===== src/rtl/core/frc_pkg.sv =====
// Shared types and constants for the framed response checker.
// No dependencies; every module of the block imports this package.
`default_nettype none

package frc_pkg;

	localparam int BYTE_W  = 8;
	localparam int COUNT_W = 17;
	localparam int LEN_W   = 16;
	localparam int IDX_W   = 2;
	localparam int STAT_W  = 2;

	localparam logic [COUNT_W-1:0] COUNT_MAX = {COUNT_W{1'b1}};
	localparam logic [COUNT_W:0]   MIN_FRAME = (COUNT_W+1)'(6);

	// Byte positions inside a frame.
	localparam logic [COUNT_W-1:0] POS_START  = COUNT_W'(0);
	localparam logic [COUNT_W-1:0] POS_LEN_HI = COUNT_W'(2);
	localparam logic [COUNT_W-1:0] POS_LEN_LO = COUNT_W'(3);
	localparam logic [COUNT_W-1:0] POS_ACK    = COUNT_W'(4);

	// Configuration register indexes.
	localparam logic [IDX_W-1:0] REG_START = 2'd0;
	localparam logic [IDX_W-1:0] REG_END   = 2'd1;
	localparam logic [IDX_W-1:0] REG_ACK   = 2'd2;

	localparam logic [BYTE_W-1:0] START_RST = 8'd27;
	localparam logic [BYTE_W-1:0] END_RST   = 8'd13;
	localparam logic [BYTE_W-1:0] ACK_RST   = 8'd6;

	// Status codes.
	localparam logic [STAT_W-1:0] ST_OK       = 2'd0;
	localparam logic [STAT_W-1:0] ST_FORMAT   = 2'd1;
	localparam logic [STAT_W-1:0] ST_CHECKSUM = 2'd2;
	localparam logic [STAT_W-1:0] ST_NACK     = 2'd3;

	typedef struct packed {
		logic [BYTE_W-1:0] start_marker;
		logic [BYTE_W-1:0] end_marker;
		logic [BYTE_W-1:0] ack_code;
	} cfg_t;

	typedef struct packed {
		logic [COUNT_W-1:0] count;
		logic [LEN_W-1:0]   len;
		logic [BYTE_W-1:0]  sum;
		logic [BYTE_W-1:0]  prev;
		logic               start_ok;
		logic               ack_ok;
	} frame_t;

endpackage

`default_nettype wire


===== src/rtl/core/frc_judge.sv =====
// Frame verdict on the last byte and the status output register.
// Depends on frc_pkg.
`default_nettype none

module frc_judge
	import frc_pkg::*;
(
	input  wire logic               clk,
	input  wire logic               arst_n,
	input  wire logic               take,
	input  wire logic [BYTE_W-1:0]  rx_byte,
	input  wire logic               frame_last,
	input  wire frame_t             frame,
	input  wire logic [BYTE_W-1:0]  end_marker,
	input  wire logic               st_ready,
	output logic                    st_valid,
	output logic [STAT_W-1:0]       status
);

	logic [COUNT_W:0]  total;
	logic [COUNT_W:0]  expected;
	logic [BYTE_W-1:0] data_sum;
	logic [STAT_W-1:0] verdict;
	logic              valid_q;
	logic [STAT_W-1:0] status_q;

	always_comb begin
		total    = {1'b0, frame.count} + (COUNT_W+1)'(1);
		expected = MIN_FRAME + {{(COUNT_W+1-LEN_W){1'b0}}, frame.len};
		// The sum includes the checksum byte itself, which sits in prev.
		data_sum = frame.sum - frame.prev;
		if (total < MIN_FRAME || !frame.start_ok) begin
			verdict = ST_FORMAT;
		end else if (total != expected) begin
			verdict = ST_FORMAT;
		end else if (data_sum != frame.prev) begin
			verdict = ST_CHECKSUM;
		end else if (rx_byte != end_marker) begin
			verdict = ST_FORMAT;
		end else if (!frame.ack_ok) begin
			verdict = ST_NACK;
		end else begin
			verdict = ST_OK;
		end
	end

	always_ff @(posedge clk or negedge arst_n) begin
		if (!arst_n) begin
			valid_q <= 1'b0;
		end else if (take && frame_last) begin
			valid_q <= 1'b1;
		end else if (st_ready) begin
			valid_q <= 1'b0;
		end
	end

	always_ff @(posedge clk) begin
		if (take && frame_last) begin
			status_q <= verdict;
		end
	end

	assign st_valid = valid_q;
	assign status   = status_q;

	a_result_follows: assert property (@(posedge clk) disable iff (!arst_n)
		take && frame_last |=> valid_q)
		else $error("no status after last byte");

	a_result_drains: assert property (@(posedge clk) disable iff (!arst_n)
		valid_q && st_ready && !(take && frame_last) |=> !valid_q)
		else $error("status delivered twice");

endmodule

`default_nettype wire

===== config.mk =====
export PLATFORM = sky130hd
export DESIGN_NAME = frc_judge
export DESIGN_NICKNAME = d
export VERILOG_FILES = /design/src/rtl/core/frc_pkg.sv /design/src/rtl/core/frc_judge.sv
export SDC_FILE = /design/constraint.sdc
export NUM_CORES = 1
export LEC_CHECK = 0
export BUFFER_PORTS_ARGS = -buffer_cell sky130_fd_sc_hd__buf_2
export CORE_ASPECT_RATIO = 1.5
export CORE_MARGIN = 8
export CORE_UTILIZATION = 45
export DETAILED_ROUTE_END_ITERATION = 12
export GPL_TIMING_DRIVEN = 0
export PLACE_DENSITY = 0.8
export SLEW_MARGIN = 10
export SYNTH_ARGS = -nofsm -noshare
export SYNTH_HDL_FRONTEND = slang
export SYNTH_SLANG_ARGS = --single-unit

===== constraint.sdc =====
create_clock -name clk -period 0.8 [get_ports clk]
set_input_delay 0.08 -clock clk [delete_from_list [all_inputs] [get_ports clk]]
set_output_delay 0.08 -clock clk [all_outputs]
set_load 0.03 [all_outputs]

* Yosys cells after proc, flatten, opt, wreduce, memory -nomap -nowiden *
Cells that the tools add are included.
W data, S select, Z words.

word-level totals
  register bits = 3
  bits in latches = 0
  bits in writable memories = 0
  bits in read-only memories = 0
  output and inout port bits = 3
  memories = 0

cells by class
  add/subtract/negate cells = 3
  $mul = 0
  div/mod/pow operators = 0
  order comparisons = 1
  equality and inequality tests = 3
  shift operators = 0
  multiplexer cells = 5
  bitwise gates (word level) = 0
  reductions and logical operators = 5

operators by type and width
  cell                     count
  $add A17 B1 Y18 const B  1
  $lt A18 B3 Y1 const B    1
  $ne A18 B17 Y1           1
  $add A3 B16 Y17 const A  1
  $ne A8 B8 Y1             2
  $sub A8 B8 Y8            1
  $mux W2                  3
  $mux W1                  2
  $reduce_bool A2 Y1       1
  $reduce_or A2 Y1         1
  $logic_and A1 B1 Y1      1
  $logic_not A1 Y1         1
  $logic_or A1 B1 Y1       1

* Logic depth before layout (Yosys ltp) *
  word-level depth = 4
  gate-level depth with buffers = 11

* Worst setup path before layout *
No wires, ideal clock.

  path type = input to register
  start = in frame[10] (netlist bit)
  end = reg status_q[0] (netlist: status[0]) (data pin)
  library setup time = 0.158 ns
  arrival time = 2.138 ns
  required time = 0.642 ns
  setup slack = -1.496 ns
  stages = 10
  cells stage by stage = inv_1 -> ha_1 -> inv_1 -> fa_1 -> a21o_1 -> a21o_1 -> a2111oi_0 -> nor3_1 -> or4_1 -> o211ai_1

between the ends
  word-level cells in the longest chain between the ends = 3

RTL lines
  element               RTL line         text
  from (decl)           frc_judge.sv:13  input wire frame_t frame,
  $sub A8 B8 Y8         frc_judge.sv:31  data_sum = frame.sum - frame.prev;
  $ne A8 B8 Y1          frc_judge.sv:36  end else if (data_sum != frame.prev) begin
  $mux W2               frc_judge.sv:36
  to (signal assigned)  frc_judge.sv:59  status_q <= verdict;
  to (decl)             frc_judge.sv:25  logic [STAT_W-1:0] status_q;

Every way passes these cells.
A chain may end at the register's enable or synchronous reset.

* Worst setup path in the final report *
  start = in frame[34] (netlist bit)
  end = reg status_q[1] (netlist: status[1]) (data pin)

between the ends
  word-level cells in the longest chain between the ends = 4

RTL lines
  element                              RTL line         text
  $add A17 B1 Y18 *                    frc_judge.sv:28  total = {1'b0, frame.count} + (COUNT_W+1)'(1);
  $lt A18 B3 Y1                        frc_judge.sv:32  if (total < MIN_FRAME || !frame.start_ok) begin
  $logic_or A1 B1 Y1                   frc_judge.sv:32
  $reduce_or A2 Y1 (no source line) *  --

Every way passes the cells marked *; elsewhere a longest branch is shown, timed or not.

==> impl_metrics.json <==
{
  "status": "complete, but fails checks",
  "violations": "setup timing",
  "clkTransAtPathRegs_ns": 0.03,
  "path_class": "in -> reg",
  "end_kind": "flip-flop",
  "numCtsBuffers": 3,
  "grt_max_degree": 11,
  "synthFlopType": "edfxtp_1",
  "syn_area_um2": 1803,
  "fin_cells": 356,
  "drc_errors": 0,
  "viasPerCell": 5.798,
  "antenna_left": 0,
  "tritoncts": "built",
  "dieArea_um2": 6330,
  "synthDistinctLibCells": 53,
  "dp_cells": 348,
  "power_leakage_uw": 0.001002,
  "period_share": 2.697,
  "place_hpwl_um": 4447,
  "place_congestion": 0.8528,
  "antenna_found_initial": 0,
  "htree_levels": 1,
  "clockRootBuffer": "clkbuf_8",
  "startpoint_type": "input pin",
  "grt_pass1_wl_um": 8666,
  "synthesis.nets": 319,
  "rrSetupSlack_ns": 0.03,
  "layout_min_cycle_time_ns": 2.158,
  "startpoint": "frame[34]",
  "avgSynthCellArea_um2": 7.608,
  "yosysTopAreaCell": "xnor2_1",
  "crit_arrival_ns": 2.12,
  "slowest_stage": "a221oi_1",
  "path_max_fanout": 8,
  "async_reset_ff_frac": 0.3333,
  "slowest_delay_ns": 0.34,
  "syn_to_final_growth_pct": 33.38,
  "layout-drive-gt1-share": 0.3312,
  "hold_violations": 0,
  "worst_slack_ns": -1.358,
  "crit_required_ns": 0.76,
  "die_x_um": 67.68,
  "ys.warnings.count": 0,
  "cts.sinks": 3,
  "netlist_instances": 237,
  "drtIter0Drc": 60,
  "synth_most_common_cell": "xnor2_1",
  "worst_slew_pin_slew_ns": 0.4900,
  "power_density_nw_per_um2": 782.9,
  "grt_overflow": 0,
  "routed_wl_um": 5310,
  "core_area_um2": 3889,
  "post_drt_wl_per_cell_um": 14.92,
  "synth-seq-cells": 3,
  "rows": 28,
  "r2r_end": "st_valid$_DFFE_PN0P_",
  "ir_worst_vdd_uv": 696.6,
  "crit_path_frequent_cell": "and4_1",
  "drt-pass1-iter-count": 4,
  "crit_chain": "buf_2, ha_1, buf_6, and4_1, nand2_1, a21o_1, a221oi_1, nand4_1, and4_1, and3_1",
  "track_usage": 0.1645,
  "synth_area_leaders": "xnor2_1, ha_1, xor2_1",
  "r2r_start": "st_valid$_DFFE_PN0P_",
  "synthTopCellsByCount": "xnor2_1, inv_1, nand2_1, nand3_1, nor2_1",
  "rsz0062_at_grt": "true",
  "clk_latency_ns": 0.21,
  "r2r.worst_path.cells": 2,
  "final_max_slew_viol_count": 0,
  "maxCapViolCount": 0,
  "ys_seq_area_frac": 0.04719,
  "synth_edf_count": 2,
  "yosys.area.top_type_share": 0.2040,
  "fin_nets": 394,
  "vias": 2064,
  "num_antenna_cells": 0,
  "cts_max_path_buffers": 2,
  "max_clock_freq_mhz": 463.5,
  "finalSetupViolCount": 5,
  "die_h_um": 93.53,
  "port_buffers": 66,
  "finalPower_uw": 1883,
  "hold_path_class": "in -> reg",
  "crit_path_end": "status[1]$_SDFFCE_PP0P_",
  "io_pins": 75,
  "grt_pass1_vias": 2088,
  "fin_skew_ns": 0,
  "maxSlewHeadroom": 0.6711,
  "fin_util": 0.6184,
  "start_util": 0.4636
}
## metrics by stage
stage	setup TNS (ns)	hold slack (ns)	cell area, um2	worst slack, ns
finish	-2.665	0.1435	2405	-1.358
global route	-2.910	0.1516	2405	-1.416
CTS	-2.586	0.1394	2359	-1.279
detailed placement	-3.349	-0.1421	2223	-1.696
global placement	-3.240	-0.1452	2223	-1.629
floorplan	-2.501	-0.2156	1837	-1.268
## timing repair
action | in CTS | in global routing
endpoints found under the setup margin | 5 | 6
buffers inserted | 3 | 0
gates cloned | 0 | 0
resized for setup | 15 | 8
pin swaps | 2 | 6
hold endpoints to repair | 1 | 0
hold buffers | 1 | 0
## cell usage in the layout (no fill, tap or decap), types with 4 or more instances in the layout
cell,count
a21o_1,4
and3_1,7
and4_1,4
buf_2,65
buf_4,7
buf_6,4
ha_1,8
inv_1,13
nand2_1,15
nand3_1,14
nand4_1,7
nand4b_1,5
nor2_1,11
nor3_1,9
o21a_1,5
o21ai_0,8
xnor2_1,41
xor2_1,10
## critical path: cells and delay by family
kind                     cells  cell delay, ns
adder cells (fa/ha/maj)      1            0.19
AND/OR/NAND/NOR              5            1.02
buffers and inverters        2            0.29
AO/OA/AOI/OAI                2            0.54
## routing by layer
layer / track usage / vias up / wire [um]
met5: 0 / - / 0
met4: 0.04553 / 0 / 44
met3: 0.02874 / 4 / 233
met2: 0.3172 / 53 / 3074
met1: 0.1694 / 973 / 1958
li1: - / 1034 / -
## logic make-up (layout without fill, tap and decap cells)
| kind of cell | count (synthesis) | count (layout) | share of synthesized area |
|---|---|---|---|
| buf+inv | 23 | 97 | 0.05759 |
| fa+ha+maj | 10 | 10 | 0.07356 |
| flops | 3 | 3 | 0.04719 |
| xor+xnor | 52 | 52 | 0.2526 |
| simple gates | 103 | 103 | 0.3685 |
| compound gates | 43 | 43 | 0.1839 |
| mux | 3 | 3 | 0.01666 |
## worst min-delay path by stage
stage                        start                    to  depth (start not counted)
after CTS                 st_ready  st_valid$_DFFE_PN0P_                          3
final                     st_ready  st_valid$_DFFE_PN0P_                          3
after floorplan             arst_n  st_valid$_DFFE_PN0P_                          0
after detailed placement    arst_n  st_valid$_DFFE_PN0P_                          1
after global placement      arst_n  st_valid$_DFFE_PN0P_                          1
after global routing      st_ready  st_valid$_DFFE_PN0P_                          3
## power by group
part	switching (uW)	internal, uW	total [uW]
Sequential	5.60	177	182
Combinational	658	609	1270
Clock	94.1	339	433
## area by class of cell
class | count | area (um2)
Clock buffer | 4 | 45.04
Sequential cell | 3 | 85.08
Buffer | 8 | 53.80
Tap cell | 45 | 56.30
Fill cell | 365 | 1484
Inverter | 15 | 68.82
Timing Repair Buffer | 70 | 394.1
Multi-Input combinational cell | 211 | 1702
## flip-flops by register name, summed over array words and instances, names as in the netlist
register	count
st_valid	1
status	2
Power figures use the tool's default switching activity.
